$ cat src/rtl/dec_pkg.sv
// ----------------------------------------------------------------------------
// dec_pkg
// Shared types and constants of the debounced encoder edge counter.
// ----------------------------------------------------------------------------
package dec_pkg;

	localparam int TICKS_W = 4;
	localparam int OUT_W = 16;
	localparam int APB_DATA_W = 32;
	localparam int APB_ADDR_W = 4;
	localparam int REG_IDX_W = 2;

	localparam logic [TICKS_W-1:0] TICKS_RESET = 4'd2;

	typedef enum logic {
		OP_POLL = 1'b0,
		OP_TAKE = 1'b1
	} op_t;

	typedef enum logic [REG_IDX_W-1:0] {
		REG_QUAD_MODE = 2'd0,
		REG_INVERT    = 2'd1,
		REG_TICKS     = 2'd2,
		REG_UNUSED    = 2'd3
	} reg_idx_t;

	typedef struct packed {
		logic poll;
		logic take;
		logic up;
		logic down;
	} delta_ctrl_t;

endpackage

$ cat src/rtl/dec_channel.sv
// ----------------------------------------------------------------------------
// dec_channel
// Low-run counter and qualified rise detector for one encoder pin.
// ----------------------------------------------------------------------------
module dec_channel
	import dec_pkg::*;
#(
	parameter int COUNT_WIDTH = 4
) (
	input  logic               clk,
	input  logic               arst_n,
	input  logic               en,
	input  logic               level,
	input  logic [TICKS_W-1:0] rise_threshold,
	output logic               fire
);

	localparam int CMP_W = (COUNT_WIDTH + 1 > TICKS_W) ? COUNT_WIDTH + 1 : TICKS_W;
	localparam logic [COUNT_WIDTH-1:0] COUNT_MAX = {COUNT_WIDTH{1'b1}};

	logic                   last_q;
	logic [COUNT_WIDTH-1:0] count_q;
	logic [COUNT_WIDTH-1:0] count_next;
	logic [CMP_W-1:0]       run_len;

	assign run_len = CMP_W'(count_q) + CMP_W'(1);
	assign fire = en && level && !last_q && (run_len >= CMP_W'(rise_threshold));

	always_comb begin
		count_next = '0;
		if (!level && !last_q) begin
			count_next = (count_q != COUNT_MAX) ? count_q + COUNT_WIDTH'(1) : count_q;
		end
	end

	always_ff @(posedge clk or negedge arst_n) begin
		if (!arst_n) begin
			last_q  <= 1'b1;
			count_q <= '0;
		end else if (en) begin
			last_q  <= level;
			count_q <= count_next;
		end
	end

endmodule

$ cat src/rtl/dec_delta.sv
// ----------------------------------------------------------------------------
// dec_delta
// Saturating delta accumulator with the take-and-clear path.
// ----------------------------------------------------------------------------
module dec_delta
	import dec_pkg::*;
#(
	parameter int DELTA_WIDTH = 16
) (
	input  logic                    clk,
	input  logic                    arst_n,
	input  delta_ctrl_t             ctrl,
	input  logic                    invert_direction,
	output logic signed [OUT_W-1:0] taken
);

	localparam int EXT_W = (DELTA_WIDTH > OUT_W) ? DELTA_WIDTH : OUT_W;
	localparam logic signed [DELTA_WIDTH-1:0] ACC_MAX = {1'b0, {(DELTA_WIDTH-1){1'b1}}};
	localparam logic signed [DELTA_WIDTH-1:0] ACC_MIN = {1'b1, {(DELTA_WIDTH-1){1'b0}}};
	localparam logic signed [EXT_W-1:0] OUT_MAX = EXT_W'(32'sd32767);
	localparam logic signed [EXT_W-1:0] OUT_MIN = EXT_W'(-32'sd32768);

	logic signed [DELTA_WIDTH-1:0] acc_q;
	logic signed [DELTA_WIDTH-1:0] acc_next;
	logic signed [DELTA_WIDTH-1:0] d;
	logic signed [EXT_W-1:0]       d_ext;

	always_comb begin
		d = acc_q;
		if (invert_direction) begin
			d = (acc_q == ACC_MIN) ? ACC_MAX : -acc_q;
		end
		d_ext = EXT_W'(d);
		if (d_ext > OUT_MAX) begin
			taken = OUT_MAX[OUT_W-1:0];
		end else if (d_ext < OUT_MIN) begin
			taken = OUT_MIN[OUT_W-1:0];
		end else begin
			taken = d_ext[OUT_W-1:0];
		end
	end

	always_comb begin
		acc_next = acc_q;
		if (ctrl.take) begin
			acc_next = '0;
		end else if (ctrl.poll) begin
			if (ctrl.up && !ctrl.down && acc_q != ACC_MAX) begin
				acc_next = acc_q + DELTA_WIDTH'(1);
			end else if (ctrl.down && !ctrl.up && acc_q != ACC_MIN) begin
				acc_next = acc_q - DELTA_WIDTH'(1);
			end
		end
	end

	always_ff @(posedge clk or negedge arst_n) begin
		if (!arst_n) begin
			acc_q <= '0;
		end else begin
			acc_q <= acc_next;
		end
	end

`ifndef ASSERT_OFF
	a_take_clears: assert property (@(posedge clk) disable iff (!arst_n)
		ctrl.take |=> acc_q == '0)
		else $error("accumulator not cleared after a take request");
`endif

endmodule

$ cat src/rtl/debounced_encoder_edge_counter.sv
// ----------------------------------------------------------------------------
// debounced_encoder_edge_counter
// Debounced two-pin rotary encoder decoder with a saturating delta counter.
// ----------------------------------------------------------------------------
// Channel | Direction | Handshake                | Payload
// in      | to block  | in_valid / in_stall      | operation, level_a, level_b
// out     | from block| out_valid / out_stall    | taken_delta, rise_a, rise_b
// cfg     | to block  | psel/penable/pwrite/pready | paddr, pwdata, prdata
//
// One request per cycle is accepted while in_stall is low; each result passes
// through the input register and then the result register.
// Reset sets both pins' last level high, clears the low counts and the delta.
// A stalled result holds the result register; the input register still takes
// one request, after which in_stall rises until the result is taken.
// ----------------------------------------------------------------------------
module debounced_encoder_edge_counter
	import dec_pkg::*;
#(
	parameter int DELTA_WIDTH = 16,
	parameter int COUNT_WIDTH = 4
) (
	input  logic                    clk,
	input  logic                    arst_n,
	input  logic                    psel,
	input  logic                    penable,
	input  logic                    pwrite,
	input  logic [APB_ADDR_W-1:0]   paddr,
	input  logic [APB_DATA_W-1:0]   pwdata,
	output logic [APB_DATA_W-1:0]   prdata,
	output logic                    pready,
	input  logic                    in_valid,
	output logic                    in_stall,
	input  logic                    operation,
	input  logic                    level_a,
	input  logic                    level_b,
	output logic                    out_valid,
	input  logic                    out_stall,
	output logic signed [OUT_W-1:0] taken_delta,
	output logic                    rise_a,
	output logic                    rise_b
);

	logic               quad_q;
	logic               invert_q;
	logic [TICKS_W-1:0] ticks_q;
	reg_idx_t           reg_idx;

	logic valid_s1;
	op_t  op_s1;
	logic level_a_s1;
	logic level_b_s1;

	logic                    valid_s2;
	logic signed [OUT_W-1:0] taken_s2;
	logic                    rise_a_s2;
	logic                    rise_b_s2;

	logic                    adv;
	logic                    in_acc;
	logic                    issue;
	logic                    poll_en;
	logic                    fire_a;
	logic                    fire_b;
	delta_ctrl_t             dctrl;
	logic signed [OUT_W-1:0] taken;

	assign pready = 1'b1;
	assign reg_idx = reg_idx_t'(paddr[REG_IDX_W+1:2]);

	always_ff @(posedge clk or negedge arst_n) begin
		if (!arst_n) begin
			quad_q   <= 1'b0;
			invert_q <= 1'b0;
			ticks_q  <= TICKS_RESET;
		end else if (psel && penable && pwrite && pready) begin
			case (reg_idx)
				REG_QUAD_MODE: quad_q <= pwdata[0];
				REG_INVERT:    invert_q <= pwdata[0];
				REG_TICKS:     ticks_q <= pwdata[TICKS_W-1:0];
				default:       ;
			endcase
		end
	end

	always_comb begin
		case (reg_idx)
			REG_QUAD_MODE: prdata = APB_DATA_W'(quad_q);
			REG_INVERT:    prdata = APB_DATA_W'(invert_q);
			REG_TICKS:     prdata = APB_DATA_W'(ticks_q);
			default:       prdata = '0;
		endcase
	end

	assign adv      = !valid_s2 || !out_stall;
	assign in_stall = valid_s1 && !adv;
	assign in_acc   = in_valid && !in_stall;
	assign issue    = valid_s1 && adv;
	assign poll_en  = issue && (op_s1 == OP_POLL);

	always_ff @(posedge clk or negedge arst_n) begin
		if (!arst_n) begin
			valid_s1 <= 1'b0;
		end else if (!in_stall) begin
			valid_s1 <= in_valid;
		end
	end

	always_ff @(posedge clk) begin
		if (in_acc) begin
			op_s1      <= op_t'(operation);
			level_a_s1 <= level_a;
			level_b_s1 <= level_b;
		end
	end

	dec_channel #(.COUNT_WIDTH(COUNT_WIDTH)) u_chan_a (
		.clk            (clk),
		.arst_n         (arst_n),
		.en             (poll_en),
		.level          (level_a_s1),
		.rise_threshold (ticks_q),
		.fire           (fire_a)
	);

	dec_channel #(.COUNT_WIDTH(COUNT_WIDTH)) u_chan_b (
		.clk            (clk),
		.arst_n         (arst_n),
		.en             (poll_en),
		.level          (level_b_s1),
		.rise_threshold (ticks_q),
		.fire           (fire_b)
	);

	always_comb begin
		dctrl.poll = poll_en;
		dctrl.take = issue && (op_s1 == OP_TAKE);
		dctrl.up   = quad_q ? (fire_a && !level_b_s1) : fire_a;
		dctrl.down = quad_q ? (fire_a && level_b_s1) : fire_b;
	end

	dec_delta #(.DELTA_WIDTH(DELTA_WIDTH)) u_delta (
		.clk              (clk),
		.arst_n           (arst_n),
		.ctrl             (dctrl),
		.invert_direction (invert_q),
		.taken            (taken)
	);

	always_ff @(posedge clk or negedge arst_n) begin
		if (!arst_n) begin
			valid_s2 <= 1'b0;
		end else if (adv) begin
			valid_s2 <= valid_s1;
		end
	end

	always_ff @(posedge clk) begin
		if (issue) begin
			taken_s2  <= (op_s1 == OP_TAKE) ? taken : '0;
			rise_a_s2 <= fire_a;
			rise_b_s2 <= fire_b;
		end
	end

	assign out_valid   = valid_s2;
	assign taken_delta = taken_s2;
	assign rise_a      = rise_a_s2;
	assign rise_b      = rise_b_s2;

`ifndef ASSERT_OFF
	a_stall_needs_full: assert property (@(posedge clk) disable iff (!arst_n)
		in_stall |-> (valid_s1 && out_valid && out_stall))
		else $error("input stalled while the pipeline has room");
	a_advance_fills_out: assert property (@(posedge clk) disable iff (!arst_n)
		issue |=> out_valid)
		else $error("processed request did not reach the result register");
	a_rise_only_on_poll: assert property (@(posedge clk) disable iff (!arst_n)
		(out_valid && (rise_a || rise_b)) |-> taken_delta == '0)
		else $error("rise reported together with a taken delta");
`endif

endmodule
$ cat config.mk
export PLATFORM = sky130hd
export DESIGN_NAME = debounced_encoder_edge_counter
export DESIGN_NICKNAME = d
export VERILOG_FILES = /design/src/rtl/dec_pkg.sv /design/src/rtl/dec_channel.sv /design/src/rtl/dec_delta.sv /design/src/rtl/debounced_encoder_edge_counter.sv
export SDC_FILE = /design/constraint.sdc
export NUM_CORES = 1
export LEC_CHECK = 0
export ABC_AREA = 0
export BUFFER_PORTS_ARGS = -buffer_cell sky130_fd_sc_hd__clkbuf_2
export CAP_MARGIN = 30
export CORE_MARGIN = 5
export CORE_UTILIZATION = 55
export CTS_CLUSTER_SIZE = 24
export DETAILED_ROUTE_END_ITERATION = 16
export PLACE_DENSITY = 0.83
export SLEW_MARGIN = 20
export SYNTH_ARGS = -nofsm -noshare
export SYNTH_HDL_FRONTEND = slang
export SYNTH_SLANG_ARGS = --single-unit
$ cat constraint.sdc
create_clock -name clk -period 5.8 [get_ports clk]
set_input_delay 0 -clock clk [delete_from_list [all_inputs] [get_ports clk]]
set_output_delay 0 -clock clk [all_outputs]
set_load 0.005 [all_outputs]
After elaboration in Yosys (flattened, before gate mapping)
Cells that the tools add are included.
{"block": "word_totals", "regBits": 55, "wordCells": 95, "in_bits": 46}
{"block": "classes", "add_sub_neg": 7, "bitwise_logic": 1, "reduce_logical": 42, "eq_ne": 9, "muxes": 15, "order_cmp": 4}
{"cell": "two-way mux 16 bit", "count": 7}
{"cell": "inequality test 16 bit, second input constant", "count": 2}
{"cell": "logical AND 1 bit", "count": 21}
{"cell": "adder 16 x 2 -> 16 bit, second input constant", "count": 1}
{"cell": "equality test 16 bit, second input constant", "count": 1}
{"cell": "greater-than comparator 16 bit, second input constant", "count": 1}
{"cell": "less-than comparator 16 bit, second input constant", "count": 1}
{"cell": "two-way mux 4 bit", "count": 4}
{"cell": "negator 16 bit", "count": 1}
{"cell": "subtractor 16 x 2 -> 16 bit, second input constant", "count": 1}
{"cell": "two-way mux 15 bit", "count": 1}
{"cell": "case mux 4 bit (3 select lines)", "count": 1}
{"cell": "AND reduction 2 bit", "count": 6}
{"cell": "adder 4 x 1 -> 5 bit, second input constant", "count": 2}
{"cell": "greater-or-equal comparator 5 x 4 -> 1 bit", "count": 2}
{"cell": "logical NOT 1 bit", "count": 10}
{"cell": "adder 4 x 1 -> 4 bit, second input constant", "count": 2}
{"cell": "inequality test 4 bit, second input constant", "count": 2}
{"cell": "inequality test 2 bit, second input constant", "count": 2}
{"cell": "nonzero test 3 bit", "count": 1}
{"cell": "equality test 2 x 1 -> 1 bit, second input constant", "count": 1}
{"cell": "equality test 2 bit, second input constant", "count": 1}
{"cell": "logical NOT 2 bit", "count": 1}
{"cell": "two-way mux 1 bit", "count": 2}
{"cell": "4 further kinds", "count": 4}

Logic depth before layout (Yosys ltp)
{"block": "logic_depth", "depth_word": 16, "ltp_mapped": 17, "ltp_nobuf": 17}

Hierarchy
From an unflattened synthesis, not the netlist that was laid out.
{"block": "hier_totals", "hier_cells": 470, "hier_area_um2": 4235.3}
{"module": "dec_delta", "seq_area_each_um2": 400.4, "area_per_inst_um2": 2077.0, "cells_per_inst": 277, "n_inst": 1}
{"module": "debounced_encoder_edge_counter", "seq_area_each_um2": 832.0, "area_per_inst_um2": 1385.1, "cells_per_inst": 107, "n_inst": 1}
{"module": "dec_channel", "seq_area_each_um2": 126.4, "area_per_inst_um2": 386.6, "cells_per_inst": 43, "n_inst": 2}

Least setup slack after synthesis
No wires, ideal clock.
{"block": "synth_timing", "path_kind": "register -> register", "startpoint": "register u_chan_b.count_q[0]", "endpoint": "register u_delta.acc_q[14]", "path_buffers": 0, "arrival_ns": 3.835, "path_slack_ns": 1.844, "stages_incl_launch_ff": 18, "path_cell_list": "dfrtp_1 ha_1 xor2_1 ha_1 o21ai_0 o21ai_0 o311ai_1 o2111a_1 inv_1 ha_1 a21oi_1 o21ai_1 a311o_1 a21oi_1 a21bo_2 nor3_1 a311o_1 a22o_1"}
{"block": "synth_between", "elab_chain_cells": 10}
{"element": "from (decl)", "line": "dec_channel.sv:22", "text": "logic [COUNT_WIDTH-1:0] count_q;"}
{"element": "from (signal assigned)", "line": "dec_channel.sv:42", "text": "count_q <= count_next;"}
{"element": "adder 4 x 1 -> 5 bit *", "line": "dec_channel.sv:26", "text": "assign run_len = CMP_W'(count_q) + CMP_W'(1);"}
{"element": "greater-or-equal comparator 5 x 4 -> 1 bit *", "line": "dec_channel.sv:27", "text": "assign fire = en && level && !last_q && (run_len >= CMP_W'(rise_threshold));"}
{"element": "logical AND 1 bit *", "line": "dec_channel.sv:27"}
{"element": "two-way mux 1 bit *", "line": "debounced_encoder_edge_counter.sv:138", "text": "dctrl.down = quad_q ? (fire_a && level_b_s1) : fire_b;"}
{"element": "logical NOT 1 bit", "line": "dec_delta.sv:48", "text": "if (ctrl.up && !ctrl.down && acc_q != ACC_MAX) begin"}
{"element": "logical AND 1 bit (2 in series)", "line": "dec_delta.sv:48"}
{"element": "two-way mux 16 bit", "line": "dec_delta.sv:48"}
{"element": "two-way mux 16 bit", "line": "dec_delta.sv:47", "text": "end else if (ctrl.poll) begin"}
{"element": "two-way mux 16 bit", "line": "dec_delta.sv:45", "text": "if (ctrl.take) begin"}
{"element": "to (signal assigned)", "line": "dec_delta.sv:60", "text": "acc_q <= acc_next;"}
{"element": "to (decl)", "line": "dec_delta.sv:23", "text": "logic signed [DELTA_WIDTH-1:0] acc_q;"}
Every way passes the cells marked *; elsewhere a longest branch is shown, timed or not. The select of a mux whose other input is x is not followed.
A chain may end at the register's enable or synchronous reset.

Final worst setup path
Ends and elaborated chain as after synthesis.

==> flow_summary.toml <==
[critical_path]
path_max_fanout = 17
r2r_end = "u_delta.acc_q[14]"
crit_path_frequent_cell = "ha_1"
worstSetupStartpointType = "flop"
cp-end-kind = "flop"
critPathMaxStageDelay_ps = 440
crit_slowest_cell = "inv_1"
r2r_slack_ps = 1210
required_ps = 6000
crit_chain = "ha_1, xor2_1, ha_1, o21ai_0, o21ai_0, o311ai_1, o2111a_1, inv_1, ha_1, a21oi_1, o21ai_1, a311o_1, a21oi_1, a21bo_2, nor3_1, a311o_1, a22o_1"
cp.arrival_ps = 4790
reg2regPathDepth = 17
timing.rr.start = "u_chan_b.count_q[0]"
worstSetupPathType = "flop to flop"

[die]
start_util_pct = 56.4
die-area_mm2 = 0.00874
io-pin-count = 99
die_h_um = 93.5
rows = 30
chipWidth_um = 93.5
core_area_mm2 = 0.00679

[sta]
tns_ps = 0
slew_viol_final = 0
period_share_pct = 79.1
setup_violations = 0
relSlewSlack_pct = 48.8
worst_pin_slew_ps = 767
rsz0062_at_grt = "false"
fmaxAchievable_ghz = 0.218
hold_slack_ps = 53.7
hold_viol = 0
min_period_ps = 4590
finClkSkew_ps = 12.1

[synth]
postSynthCellCount = 424
seq_area_frac_synth_pct = 38.7
synth_top_family_by_area = "compound AO/OA/AOI/OAI gates"
yosysTopAreaCellShare_pct = 20.2
avgSynthCellArea_um2 = 9.04
synthTopCellsByArea = "dfrtp_1, edfxtp_1, ha_1, buf_4, nand2_1"
yosys_register_bits = 55
synthDistinctLibCells = 60
synth_mux_area_share_pct = 2.32
synth_simple_gate_area_share_pct = 18.0
synth_area_mm2 = 0.00383
synth_compound_area_share_pct = 18.3
synth_common_cells = "nand2_1, o21ai_0, dfrtp_1"
ys.flop_type = "dfrtp_1"
synth_edf_count = 21
synth.most_common_cell = "nand2_1"
async_reset_ff_share_pct = 61.8
synth_top_cell_by_area = "dfrtp_1"
synth_fa_ha_area_share_pct = 9.66
synth_xor_xnor_area_share_pct = 3.88
yosysWarnings = 0

[clock_tree]
root_buffer = "clkbuf_8"
clk_latency_ps = 310
clk_path_buf_depth = 2
cts_buffers = 5
cts_num_sinks = 55
htree_num_levels = 2
post_cts_buffers = 0
tritoncts = "yes"
path_clk_slew_ps = 90

[run]
max_cap_violations = 0

[placement]
port_buffers = 39
place_congestion = 0.894
dpl.hpwl_um = 5610

[detailed_routing]
num_vias = 3153
drc = 0
vias_per_cell = 5.56
drt_iter0_drc = 185
wl_um = 7730
ant_nets = 0
drtPass1Iterations = 5
wire_per_inst_um = 13.6

[power_and_ir_drop]
p_leak_nw = 1.88
power.density_mw_per_mm2 = 430
ir_drop_mv = 0.167

[outcome]
status = "finished, final reports clean"

[layout]
finalNetCount = 545
area_delta_synth_final_pct = 9.69
drive_gt1_share_pct = 14.0
fillCellCount = 561
diodes = 0

[global_route]
grt_pass1_vias = 2882
grt_max_degree = 35
grt_pass1_wl_um = 13000
track_usage_pct = 18.2
grt_antenna_before_repair = 0
grt_overflow_total = 0

[hold_path]
holdCritPathClass = "input pin to flop"
holdPathStages = 3
min_to = "invert_q"
min-delay-start = "paddr[2]"
-- worst max-delay path, delay by kind of cell (launching register included) --
kind,cells,cell delay [ps]
AO/OA/AOI/OAI,11,2460
XOR/XNOR,1,160
adder cells (fa/ha/maj),3,910
buffers and inverters,1,440
flip-flops,1,430
AND/OR/NAND/NOR,1,60
-- worst max-delay path by stage --
stage                              startpoint                end  slack [ps]  cells past startpoint
after floorplan           u_chan_b.count_q[0]  u_delta.acc_q[14]        1840                     17
after global placement    u_chan_b.count_q[0]  u_delta.acc_q[14]        1430                     17
after detailed placement  u_chan_b.count_q[0]  u_delta.acc_q[14]        1300                     17
after CTS                 u_chan_b.count_q[0]  u_delta.acc_q[14]        1250                     17
after global routing      u_chan_b.count_q[0]  u_delta.acc_q[14]        1010                     17
final                     u_chan_b.count_q[0]  u_delta.acc_q[14]        1210                     17
-- cells in the final DEF, fill, tap and decap left out, types with 5 or more instances in the layout --
cell / netlist / final
nand2_1: 53 / 53
clkbuf_2: 0 / 39
o21ai_0: 38 / 38
dfrtp_1: 31 / 31
conb_1: 2 / 29
ha_1: 28 / 28
a21oi_1: 25 / 25
edfxtp_1: 21 / 21
nor2_1: 20 / 20
inv_1: 18 / 18
o21ai_1: 16 / 16
nor3_1: 14 / 14
nand3_1: 14 / 14
dlygate4sd3_1: 0 / 11
xor2_1: 10 / 10
and2_1: 7 / 7
xnor2_1: 7 / 7
mux2_2: 7 / 7
a21o_1: 5 / 5
clkbuf_8: 0 / 5
-- through the flow --
step / util, % / area, um2 / cells / setup WS, ps / total power, mW
global placement: 58.7 / 3990 / 547 / 1430 / 1.54
detailed placement: 58.7 / 3990 / 547 / 1300 / 1.58
finish: 61.9 / 4210 / 567 / 1210 / 1.81
global route: 61.9 / 4210 / 567 / 1010 / 1.97
floorplan: - / 3940 / 451 / 1840 / 1.39
CTS: 61.5 / 4180 / 566 / 1250 / 1.80
-- report_power, final --
| group | total (mW) | switching (mW) | internal (mW) | leakage, nW |
|---|---|---|---|---|
| clock network | 0.208 | 0.122 | 0.0858 | 0.0385 |
| registers | 0.608 | 0.110 | 0.498 | 0.652 |
| logic | 0.992 | 0.540 | 0.452 | 1.19 |
| total | 1.81 | 0.772 | 1.04 | 1.88 |
-- flip-flops by register name (all words and copies together), names as in the netlist, 4 cells and up --
signal and count:
ticks_q 4, u_chan_b.count_q 4, u_chan_a.count_q 4, u_delta.acc_q 16
taken_delta 16
-- repair_timing --
| action | CTS | global route |
|---|---|---|
| endpoints found under the hold margin | 42 | 0 |
| resized for setup | 0 | 0 |
| hold buffers | 11 | 0 |
-- metal layers --
metal | track usage, % | routed length [um]
met5 | 0 | 0
met4 | 5.86 | 127
met3 | 2.49 | 519
met2 | 30.9 | 3680
met1 | 23.8 | 3400
-- logic make-up after synthesis --
group | after synthesis
AND/OR/NAND/NOR | 140
AO/OA/AOI/OAI | 114
buffers and inverters | 59
flip-flops | 55
adder cells (fa/ha/maj) | 29
XOR/XNOR | 17
multiplexers | 8
other | 2
-- layout make-up --
type	count	area [um2]	share of cell area, %
repair buffers	51	333	7.91
clock buffers	7	76.3	1.81
well taps	96	120	2.86
multi-input cells	337	2110	50.1
clock inverters	1	7.51	0.178
flip-flops and latches	55	1490	35.3
inverters	20	75.1	1.78
Power figures use the tool's default switching activity.
